**src/hw/rtl/hec_pkg.sv**
```systemverilog
// Shared types, constants and saturating helpers for the HLL Euler cell update block.
package hec_pkg;

  localparam int WORD_BITS  = 32;
  localparam int FRAC_BITS  = 24;
  localparam int NUM_BITS   = WORD_BITS + FRAC_BITS;
  localparam int CNT_BITS   = $clog2(NUM_BITS);
  localparam int SQRT_STEPS = NUM_BITS / 2;
  localparam int FIELD_BITS = 31;
  localparam int GAMMA_BITS = 26;
  localparam int DT_BITS    = 25;

  typedef logic signed [WORD_BITS-1:0] word_t;

  localparam word_t Q_ONE  = word_t'(64'd1 << FRAC_BITS);
  localparam word_t Q_HALF = word_t'(64'd1 << (FRAC_BITS - 1));
  localparam word_t W_MAX  = word_t'((64'd1 << (WORD_BITS - 1)) - 64'd1);
  localparam word_t W_MIN  = word_t'(64'd1 << (WORD_BITS - 1));

  localparam logic [GAMMA_BITS-1:0] GAMMA_RESET = GAMMA_BITS'(23488102);

  typedef enum logic {
    CFG_GAMMA,
    CFG_DT_OVER_DX
  } cfg_reg_e;

  typedef enum logic [1:0] {
    ALU_ADD,
    ALU_SUB,
    ALU_MUL
  } alu_op_e;

  typedef enum logic {
    DV_DIV,
    DV_SQRT
  } dv_op_e;

  typedef struct packed {
    logic  sat;
    word_t res;
  } qres_t;

  typedef struct packed {
    logic   start;
    dv_op_e op;
  } dv_req_t;

  typedef struct packed {
    logic  done;
    logic  sat;
    word_t res;
  } dv_rsp_t;

  function automatic logic [WORD_BITS-1:0] mag(input word_t a);
    logic [WORD_BITS-1:0] m;
    m = a[WORD_BITS-1] ? unsigned'(-a) : unsigned'(a);
    return m;
  endfunction

  function automatic qres_t from_mag(input logic neg, input logic [63:0] m);
    qres_t r;
    r.sat = 1'b0;
    r.res = '0;
    if (neg) begin
      if (m > 64'(unsigned'(W_MIN))) begin
        r.sat = 1'b1;
        r.res = W_MIN;
      end else begin
        r.res = word_t'({WORD_BITS{1'b0}} - m[WORD_BITS-1:0]);
      end
    end else begin
      if (m > 64'(unsigned'(W_MAX))) begin
        r.sat = 1'b1;
        r.res = W_MAX;
      end else begin
        r.res = word_t'(m[WORD_BITS-1:0]);
      end
    end
    return r;
  endfunction

endpackage

```
**src/hw/rtl/hec_alu.sv**
```systemverilog
// Shared saturating add, subtract and rounding multiply unit in signed fixed point.
module hec_alu (
  input  hec_pkg::alu_op_e op_i,
  input  hec_pkg::word_t   a_i,
  input  hec_pkg::word_t   b_i,
  output hec_pkg::qres_t   y_o
);

  localparam int W = hec_pkg::WORD_BITS;

  logic [W:0]   sum;
  logic [W-1:0] ma;
  logic [W-1:0] mb;
  logic [63:0]  prod;
  logic [63:0]  prod_rnd;

  always_comb begin
    sum      = '0;
    ma       = hec_pkg::mag(a_i);
    mb       = hec_pkg::mag(b_i);
    prod     = 64'(ma) * 64'(mb);
    prod_rnd = (prod + (64'd1 << (hec_pkg::FRAC_BITS - 1))) >> hec_pkg::FRAC_BITS;
    y_o.sat  = 1'b0;
    y_o.res  = '0;
    case (op_i)
      hec_pkg::ALU_ADD, hec_pkg::ALU_SUB: begin
        if (op_i == hec_pkg::ALU_ADD) begin
          sum = {a_i[W-1], a_i} + {b_i[W-1], b_i};
        end else begin
          sum = {a_i[W-1], a_i} - {b_i[W-1], b_i};
        end
        case (sum[W:W-1])
          2'b01: begin
            y_o.sat = 1'b1;
            y_o.res = hec_pkg::W_MAX;
          end
          2'b10: begin
            y_o.sat = 1'b1;
            y_o.res = hec_pkg::W_MIN;
          end
          default: y_o.res = hec_pkg::word_t'(sum[W-1:0]);
        endcase
      end
      hec_pkg::ALU_MUL: begin
        y_o = hec_pkg::from_mag(a_i[W-1] ^ b_i[W-1], prod_rnd);
      end
      default: y_o.res = '0;
    endcase
  end

endmodule

```
**config.mk**
```make
export PLATFORM = sky130hd
export DESIGN_NAME = hec_alu
export DESIGN_NICKNAME = d
export VERILOG_FILES = /design/src/hw/rtl/hec_pkg.sv /design/src/hw/rtl/hec_alu.sv
export SDC_FILE = /design/constraint.sdc
export NUM_CORES = 2
export LEC_CHECK = 0
export ABC_AREA = 1
export BUFFER_PORTS_ARGS = -buffer_cell sky130_fd_sc_hd__buf_2
export CAP_MARGIN = 20
export CORE_MARGIN = 3
export CORE_UTILIZATION = 40
export DETAILED_ROUTE_END_ITERATION = 12
export PLACE_DENSITY = 0.63
export SYNTH_ARGS = -nofsm -noshare
export SYNTH_HDL_FRONTEND = slang
export SYNTH_SLANG_ARGS = --single-unit
```
**constraint.sdc**
```tcl
create_clock -name vclk -period 12.9
set_input_delay 0.645 -clock vclk [all_inputs]
set_output_delay 0.645 -clock vclk [all_outputs]
set_load 0.02 [all_outputs]
```
==> flow_summary.json <==
{
  "die-height_um": 321,
  "ios": 99,
  "arrival_ns": 11.54,
  "layout-drive-gt1-share_pct": 6.23,
  "critical-path-top-delay-family": "adder cells",
  "relSlewSlack_pct": 29.1,
  "drc": 0,
  "dieArea_um2": 103000,
  "area_growth_pct": 6.00,
  "maxCapViolations": 0,
  "netlist_area_um2": 39700,
  "nets": 6813,
  "wirelength_um": 148000,
  "hold_class": "input port to output port",
  "dr.pass1.iters": 6,
  "fin_ws_ns": 0.718,
  "dp_hpwl_um": 127000,
  "synth_cell_types": 56,
  "placed_area_um2": 42000,
  "post_drt_wl_per_cell_um": 21.7,
  "postSynthCellCount": 5475,
  "yosysWarnings": 0,
  "outcome": "finished, final reports clean",
  "fmax_mhz": 82.1,
  "synth_nets": 6762,
  "layout.cells.non_filler": 6802,
  "cpMostUsedCell": "fa_1",
  "crit_fanout": 22,
  "rsz0062_at_grt": "false",
  "vias": 35800,
  "grt_first_pass_wirelength_um": 225000,
  "grt_use_total_pct": 28.9,
  "nClkBuffers": 0,
  "grt_remaining_overflow": 0,
  "ys_seq_area_share_pct": 0,
  "finalSetupViolations": 0,
  "grt_max_degree": 39,
  "ant_nets": 0,
  "pre_cts_slack_ns": 0.550,
  "finalHoldViolCount": 0,
  "finalSetupTns_ns": 0,
  "critical_path_class": "input port to output port",
  "first_iter_violations": 3043,
  "post_synth.cell_area_avg_um2": 7.25,
  "cp_num_buf_inv": 13,
  "antenna_found_initial": 4,
  "first_global_vias": 36500,
  "required_ns": 12.26,
  "dp_cells": 6791,
  "port_buffers": 99,
  "regArea_um2": 0,
  "drt-vias-per-instance": 5.26,
  "initial_core_util_pct": 40.7,
  "design_area_um2": 42100,
  "fp.dieW_um": 321,
  "place_congestion": 1.03,
  "cp-start-kind": "input port",
  "end_kind": "output port",
  "maxSlewViolCount": 0,
  "critical_path.max_stage_delay_ns": 0.56,
  "core_area_um2": 97600,
  "worst_pin_slew_ns": 1.06,
  "finalCriticalPeriod_ns": 12.18,
  "n_sequential_cell": 0,
  "placementRows": 114,
  "slowest_stage": "fa_1",
  "finalCritPeriodShare_pct": 94.4
}
-- final timing paths --
path	from	to	depth (start not counted)
setup / recovery	b_i[0]	y_o[9]	50
hold / removal	op_i[1]	y_o[32]	3
-- timing repair --
item | CTS | global route
setup buffers | 0 | 8
gates resized for setup | 0 | 8
setup endpoints to repair | 0 | 33
hold buffers | 0 | 0
-- routing by layer --
layer  share of wire (%)  global-route usage (%)  wire [um]  up-vias
li1                    -                       -          -    16000
met1                  41                    39.2      59900    17700
met2                  44                    45.9      65500     1757
met3                 9.7                    4.86      14300      302
met4                 5.4                    12.1       7950        6
met5               0.028                       0         41        -
-- cell type report --
class / count / area [um^2]
multi-input cells: 3916 / 33800
repair buffers: 219 / 1450
well taps: 1276 / 1600
diodes: 2 / 5.00
inverters: 1388 / 5230
fillers: 10200 / 55500
repair inverters: 1 / 7.51
-- synth_stat cells, types with 10 or more instances --
| library cell | instances | area, um^2 |
|---|---|---|
| inv_1 | 1335 | 5010 |
| nand2_1 | 1186 | 4450 |
| fa_1 | 898 | 18000 |
| nor2_1 | 792 | 2970 |
| ha_1 | 323 | 4040 |
| o21ai_0 | 139 | 696 |
| a21oi_1 | 130 | 651 |
| clkbuf_1 | 123 | 462 |
| nand3_1 | 121 | 606 |
| o21ai_1 | 38 | 190 |
| xor2_1 | 36 | 315 |
| nor3_1 | 34 | 170 |
| clkinv_1 | 28 | 105 |
| buf_2 | 25 | 125 |
| inv_2 | 24 | 90.1 |
| nand2_2 | 23 | 144 |
| nand4_1 | 21 | 131 |
| xnor2_1 | 19 | 166 |
| or2_2 | 18 | 113 |
| o21bai_1 | 17 | 128 |
| nand3b_1 | 13 | 97.6 |
| nor2_2 | 11 | 68.8 |
| buf_4 | 10 | 75.1 |
| nor4_1 | 10 | 62.6 |
-- per-stage QoR --
stage	util, %	hold slack [ns]
final	43.1	1.75
after global routing	43.1	1.77
after CTS	43.0	1.75
after detailed placement	43.0	1.74
after global placement	43.0	1.74
after floorplan	-	1.48
-- placed cells by master, fill, tap and decap left out, types with 7 or more instances in the layout --
| cell type | instances |
|---|---|
| nand4_1 | 21 |
| nand2_1 | 1186 |
| o21ai_1 | 39 |
| nand2_2 | 23 |
| buf_2 | 99 |
| nor4_1 | 10 |
| nand3_1 | 121 |
| inv_2 | 23 |
| nor2_1 | 791 |
| o21bai_1 | 17 |
| nand3b_1 | 13 |
| xnor2_1 | 18 |
| a21oi_1 | 130 |
| xor2_2 | 7 |
| ha_1 | 323 |
| or2_2 | 18 |
| o21ai_0 | 134 |
| buf_4 | 116 |
| clkinv_1 | 26 |
| nor2_2 | 11 |
| fa_1 | 898 |
| o21ai_2 | 11 |
| inv_1 | 1333 |
| nor3_1 | 34 |
| a31oi_1 | 7 |
| xor2_1 | 31 |
-- cells by family (layout without fill, tap and decap cells) --
kind of cell    count (synthesis)  after routing  share of synthesized area (%)
compound gates                371            371                           5.11
xor+xnor                       57             57                           1.30
fa+ha+maj                    1221           1221                           55.5
buf+inv                      1559           1608                           15.0
other cells                     0              2                              0
simple gates                 2267           2267                           23.1
