--- src/hw/rtl/hec_pkg.sv ---
// Shared types, constants and saturating helpers for the HLL Euler cell update block.
package hec_pkg;

  localparam int WORD_BITS  = 32;
  localparam int FRAC_BITS  = 24;
  localparam int NUM_BITS   = WORD_BITS + FRAC_BITS;
  localparam int CNT_BITS   = $clog2(NUM_BITS);
  localparam int SQRT_STEPS = NUM_BITS / 2;
  localparam int FIELD_BITS = 31;
  localparam int GAMMA_BITS = 26;
  localparam int DT_BITS    = 25;

  typedef logic signed [WORD_BITS-1:0] word_t;

  localparam word_t Q_ONE  = word_t'(64'd1 << FRAC_BITS);
  localparam word_t Q_HALF = word_t'(64'd1 << (FRAC_BITS - 1));
  localparam word_t W_MAX  = word_t'((64'd1 << (WORD_BITS - 1)) - 64'd1);
  localparam word_t W_MIN  = word_t'(64'd1 << (WORD_BITS - 1));

  localparam logic [GAMMA_BITS-1:0] GAMMA_RESET = GAMMA_BITS'(23488102);

  typedef enum logic {
    CFG_GAMMA,
    CFG_DT_OVER_DX
  } cfg_reg_e;

  typedef enum logic [1:0] {
    ALU_ADD,
    ALU_SUB,
    ALU_MUL
  } alu_op_e;

  typedef enum logic {
    DV_DIV,
    DV_SQRT
  } dv_op_e;

  typedef struct packed {
    logic  sat;
    word_t res;
  } qres_t;

  typedef struct packed {
    logic   start;
    dv_op_e op;
  } dv_req_t;

  typedef struct packed {
    logic  done;
    logic  sat;
    word_t res;
  } dv_rsp_t;

  function automatic logic [WORD_BITS-1:0] mag(input word_t a);
    logic [WORD_BITS-1:0] m;
    m = a[WORD_BITS-1] ? unsigned'(-a) : unsigned'(a);
    return m;
  endfunction

  function automatic qres_t from_mag(input logic neg, input logic [63:0] m);
    qres_t r;
    r.sat = 1'b0;
    r.res = '0;
    if (neg) begin
      if (m > 64'(unsigned'(W_MIN))) begin
        r.sat = 1'b1;
        r.res = W_MIN;
      end else begin
        r.res = word_t'({WORD_BITS{1'b0}} - m[WORD_BITS-1:0]);
      end
    end else begin
      if (m > 64'(unsigned'(W_MAX))) begin
        r.sat = 1'b1;
        r.res = W_MAX;
      end else begin
        r.res = word_t'(m[WORD_BITS-1:0]);
      end
    end
    return r;
  endfunction

endpackage

--- src/hw/rtl/hec_dvsq.sv ---
// Iterative one-bit-per-cycle divider and square root unit shared by the sequencer.
module hec_dvsq (
  input  logic              clk_i,
  input  logic              rst_ni,
  input  hec_pkg::dv_req_t  req_i,
  input  hec_pkg::word_t    a_i,
  input  hec_pkg::word_t    b_i,
  output hec_pkg::dv_rsp_t  rsp_o
);

  localparam int W = hec_pkg::WORD_BITS;
  localparam int N = hec_pkg::NUM_BITS;
  localparam int F = hec_pkg::FRAC_BITS;

  logic                      busy_q;
  logic                      fin_q;
  hec_pkg::dv_op_e           op_q;
  logic                      neg_q;
  logic                      dz_q;
  logic [hec_pkg::CNT_BITS-1:0] cnt_q;
  logic [N-1:0]              rem_q;
  logic [N-1:0]              quo_q;
  logic [N-1:0]              bit_q;
  logic [W-1:0]              mb_q;

  logic [W-1:0]   ma_s;
  logic [W-1:0]   mb_s;
  logic [W:0]     rsh;
  logic           ge;
  logic [N-1:0]   trial;
  hec_pkg::qres_t fm;

  always_comb begin
    ma_s  = hec_pkg::mag(a_i);
    mb_s  = hec_pkg::mag(b_i);
    rsh   = {rem_q[W-1:0], quo_q[N-1]};
    ge    = rsh >= {1'b0, mb_q};
    trial = quo_q + bit_q;
    fm    = hec_pkg::from_mag(neg_q, 64'(quo_q));
  end

  assign rsp_o.done = fin_q;
  assign rsp_o.sat  = dz_q | fm.sat;
  assign rsp_o.res  = fm.res;

  always_ff @(posedge clk_i or negedge rst_ni) begin
    if (!rst_ni) begin
      busy_q <= 1'b0;
      fin_q  <= 1'b0;
      cnt_q  <= '0;
    end else begin
      fin_q <= 1'b0;
      if (req_i.start) begin
        if (req_i.op == hec_pkg::DV_DIV && mb_s == '0) begin
          fin_q <= 1'b1;
        end else begin
          busy_q <= 1'b1;
          cnt_q  <= (req_i.op == hec_pkg::DV_DIV) ? hec_pkg::CNT_BITS'(N - 1)
                                                  : hec_pkg::CNT_BITS'(hec_pkg::SQRT_STEPS - 1);
        end
      end else if (busy_q) begin
        if (cnt_q == '0) begin
          busy_q <= 1'b0;
          fin_q  <= 1'b1;
        end else begin
          cnt_q <= cnt_q - 1'b1;
        end
      end
    end
  end

  always_ff @(posedge clk_i) begin
    if (req_i.start) begin
      op_q <= req_i.op;
      mb_q <= mb_s;
      if (req_i.op == hec_pkg::DV_DIV) begin
        neg_q <= a_i[W-1] ^ b_i[W-1];
        dz_q  <= (mb_s == '0);
        rem_q <= '0;
        quo_q <= (mb_s == '0) ? '0 : N'({ma_s, {F{1'b0}}}) + N'(mb_s >> 1);
        bit_q <= '0;
      end else begin
        neg_q <= 1'b0;
        dz_q  <= 1'b0;
        rem_q <= a_i[W-1] ? '0 : N'({a_i, {F{1'b0}}});
        quo_q <= '0;
        bit_q <= N'(1) << (N - 2);
      end
    end else if (busy_q) begin
      if (op_q == hec_pkg::DV_DIV) begin
        rem_q <= ge ? N'(rsh - {1'b0, mb_q}) : N'(rsh);
        quo_q <= {quo_q[N-2:0], ge};
      end else begin
        if (rem_q >= trial) begin
          rem_q <= rem_q - trial;
          quo_q <= (quo_q >> 1) + bit_q;
        end else begin
          quo_q <= quo_q >> 1;
        end
        bit_q <= bit_q >> 2;
      end
    end
  end

  a_start_idle: assert property (@(posedge clk_i) disable iff (!rst_ni)
    req_i.start |-> !busy_q && !fin_q)
    else $error("divider started while busy");
  a_busy_fin: assert property (@(posedge clk_i) disable iff (!rst_ni)
    !(busy_q && fin_q))
    else $error("divider busy and finishing at once");
  a_done_pulse: assert property (@(posedge clk_i) disable iff (!rst_ni)
    fin_q |=> !fin_q)
    else $error("divider done held longer than one cycle");

endmodule

--- config.mk ---
export PLATFORM = sky130hd
export DESIGN_NAME = hec_dvsq
export DESIGN_NICKNAME = d
export VERILOG_FILES = /design/src/hw/rtl/hec_pkg.sv /design/src/hw/rtl/hec_dvsq.sv
export SDC_FILE = /design/constraint.sdc
export NUM_CORES = 1
export LEC_CHECK = 0
export ABC_CLOCK_PERIOD_IN_PS = 11150
export BUFFER_PORTS_ARGS = -buffer_cell sky130_fd_sc_hd__buf_2
export CAP_MARGIN = 40
export CORE_MARGIN = 3
export CORE_UTILIZATION = 25
export DETAILED_ROUTE_END_ITERATION = 7
export PLACE_DENSITY = 0.41
export SKIP_CTS_REPAIR_TIMING = 1
export SYNTH_ARGS = -nofsm -noshare
export SYNTH_HDL_FRONTEND = slang
export SYNTH_SLANG_ARGS = --single-unit
--- constraint.sdc ---
create_clock -name clk_i -period 11.15 [get_ports clk_i]
set_input_delay 2.23 -clock clk_i [delete_from_list [all_inputs] [get_ports clk_i]]
set_output_delay 2.23 -clock clk_i [all_outputs]
set_load 0.1 [all_outputs]
==> flow_summary.yaml <==
timing:
  tightestPinTransition_ps: 953
  drv_slew: 0
  min_period_ps: 8100
  whs_ps: 547
  rsz0062_at_grt: "no"
  maxSlewHeadroom_pct: 35.5
  finalSetupViolCount: 0
  setup_ws_ps: 3050
  fin_crit_sh_pct: 72.7
  clock_skew_ps: 13.7
  finalSetupTns_ps: 0
  hold_viol: 0
  fmax_ghz: 0.123
global_route:
  grt_start_max_net_pins: 61
  antenna_found_initial: 10
  grt_pass1_wl_um: 130000
  grt.overflow.total: 0
  gr-usage-all-layers_pct: 19.7
  grt_pass1_vias: 20300
critical_path:
  critPathSlowestCell: "a21oi_4"
  arrival_ps: 8240
  startpoint_type: "register"
  ff2ff_path_depth: 21
  endpoint_kind: "register"
  crit_fanout: 42
  crit_cells: 21
  r2r_start: "quo_q[2]"
  r2r_slack_ps: 3050
  crit_path_cell_trace: "ha_1, a31oi_1, o21bai_1, a211oi_1, o31a_1, nor3_1, o211ai_1, nand2_1, a221o_1, a31oi_1, xor2_1, ha_1, nand4_1, or3_1, o21ai_0, nand2b_1, a21oi_4, buf_4, or2_2, a21oi_4, buf_4"
  required_ps: 11280
  slowest_delay_ps: 780
  critical_path_class: "reg2reg"
  critical_path_buf_inv_count: 2
  r2r_end: "rem_q[54]"
  cp_top_family: "compound AO/OA/AOI/OAI gates"
min_path:
  holdPathStages: 1
  hold_start: "cnt_q[0]"
  hold_path.class: "reg2reg"
  min_to: "cnt_q[0]"
yosys:
  synth.cell_area_um2: 20900
  ys_ff_latch: 183
  synth_cells: 2603
  ys_types: 87
  syn_nets: 2832
  synth.avg_cell_area_um2: 8.04
  ys_dominant_reg_cell: "edfxtp_1"
  yosysWarnings: 0
  ys_seq_area_share_pct: 26.1
  async_flop_share_pct: 4.37
  synth_edf_count: 175
power_and_ir_drop:
  total_power_w: 0.00641
  swShare_pct: 53.4
  power_density_nw_per_um2: 276
  p_sw_w: 0.00342
  power_frac_clock_pct: 10.8
  comb_power_share_pct: 68.1
  ir_drop_mv: 0.120
  seq_power_share_pct: 21.2
  p_int_w: 0.00299
  p_leak_nw: 8.84
cells_and_area:
  fillerInstances: 8920
  drive_gt1_share_pct: 8.56
  fin_nets: 2832
  final_common_cell: "nand2_1"
  syn_to_final_growth_pct: 10.9
  final_util_pct: 28.1
  final_cell_mix: "nand2_1, o21ai_0, edfxtp_1, a21oi_1, ha_1"
drt:
  drt-wirelength-per-cell_um: 23.5
  wirelength_um: 86700
  via_count: 20700
  drtIter0Drc: 1583
  dr.pass1.iters: 6
  drc_errors: 0
  vias_per_cell: 5.59
  drtAntennaViolNets: 0
clock_tree:
  cts-root-buf: "clkbuf_16"
  htreeDepth: 4
  cts_tree: "done"
  numClockSinks: 183
  cts_max_path_buffers: 2
  cts_made_buffers: 17
  clk_pin_slew_ps: 80
  clock_latency_ps: 500
placement:
  place_congestion: 0.919
  io_buffers: 101
  dp_hpwl_um: 67500
  place_ws_ps: 3170
run_status:
  status: "complete, no violations"
die:
  dieHeight_um: 295
  rows: 105
  ios: 102
  die_area_um2: 87200
  die_x_um: 295
  start_util_pct: 25.4
  core_um2: 82500
flow_run:
  max_cap_violations: 0
[cells in the mapped netlist (8+ instances only)]
| master | number | area (um2) |
|---|---|---|
| inv_1 | 106 | 398 |
| o31ai_1 | 46 | 345 |
| ha_1 | 158 | 1980 |
| nor3_1 | 79 | 395 |
| nor2b_1 | 50 | 313 |
| nand2_1 | 264 | 991 |
| or4_1 | 10 | 75.1 |
| a221oi_1 | 9 | 78.8 |
| o22ai_1 | 9 | 56.3 |
| xor2_1 | 109 | 955 |
| o21a_1 | 14 | 105 |
| and2_1 | 17 | 106 |
| buf_1 | 8 | 30.0 |
| dfrtp_1 | 8 | 200 |
| a21oi_1 | 162 | 811 |
| a211oi_1 | 28 | 210 |
| nor4_1 | 29 | 181 |
| nand2b_1 | 29 | 181 |
| a22oi_1 | 38 | 285 |
| nand3_1 | 47 | 235 |
| nand4_1 | 37 | 231 |
| o21bai_1 | 29 | 218 |
| a221o_1 | 14 | 140 |
| or3_1 | 36 | 225 |
| xnor2_1 | 157 | 1380 |
| a21o_1 | 73 | 548 |
| o41ai_1 | 23 | 201 |
| o211ai_1 | 11 | 82.6 |
| and3_1 | 21 | 131 |
| or2_2 | 18 | 113 |
| mux2i_1 | 18 | 180 |
| o21ai_0 | 195 | 976 |
| nor3b_1 | 25 | 188 |
| a31o_2 | 10 | 87.6 |
| a31oi_1 | 72 | 450 |
| o221ai_1 | 18 | 158 |
| a21boi_0 | 14 | 105 |
| a211o_1 | 8 | 70.1 |
| edfxtp_1 | 175 | 5260 |
| o311ai_0 | 22 | 193 |
| clkbuf_1 | 148 | 556 |
| nor2_1 | 163 | 612 |
[area by class of cell]
type	count	area (um2)	share of cell area (%)
Clock buffer	17	425	1.83
Timing Repair Buffer	142	861	3.71
Tap cell	1070	1340	5.77
Sequential cell	183	5460	23.5
Multi-Input combinational cell	2151	14500	62.5
Clock inverter	15	194	0.836
Antenna cell	6	15.0	0.0647
Inverter	108	405	1.75
[per-stage QoR]
step / cell area [um2] / instances
2_1_floorplan: 20900 / 2603
3_3_place_gp: 22400 / 3641
3_5_place_dp: 22600 / 3654
4_1_cts: 23200 / 3686
5_1_grt: 23200 / 3686
6_report: 23200 / 3692
[cells by family after synthesis]
group | count (synthesis) | synth area share, %
buffers and inverters | 269 | 4.93
adders and majority gates | 161 | 9.73
DFF | 183 | 26.1
xor gates and xnor gates | 266 | 11.1
AOI/OAI and AO/OA | 843 | 26.6
muxes | 20 | 0.968
and+or+nand+nor | 861 | 20.6
[how the worst max path moves through the flow]
stage | startpoint | to | slack, ps
detailed placement | quo_q[2] | rem_q[52] | 3170
finish | quo_q[2] | rem_q[54] | 3050
global placement | quo_q[5] | rsp_o[9] | 3150
floorplan | quo_q[12] | rsp_o[17] | 2450
CTS | quo_q[2] | rem_q[52] | 3110
global route | quo_q[2] | rem_q[52] | 2600
[power groups by stage]
stage	logic, W	clock network, W	registers [W]
floorplan	0.00325	0	0.00115
global placement	0.00432	0	0.00137
detailed placement	0.00432	0	0.00137
CTS	0.00434	0.000710	0.00136
global route	0.00479	0.000733	0.00139
finish	0.00436	0.000691	0.00136
[layer usage]
metal	track usage (%)	wire length [um]	vias to the layer above
met5	0	50	-
met4	5.89	2430	8
met3	3.07	4280	100
met2	33.9	41900	602
met1	25.3	38000	10200
li1	-	-	9753
[registers in the layout, indices dropped and copies added (netlist names)]
| signal | cells |
|---|---|
| busy_q | 1 |
| bit_q | 28 |
| fin_q | 1 |
| rem_q | 56 |
| dz_q | 1 |
| quo_q | 56 |
| op_q | 1 |
| cnt_q | 6 |
| mb_q | 32 |
| neg_q | 1 |
(Power assumes the default switching activity.)
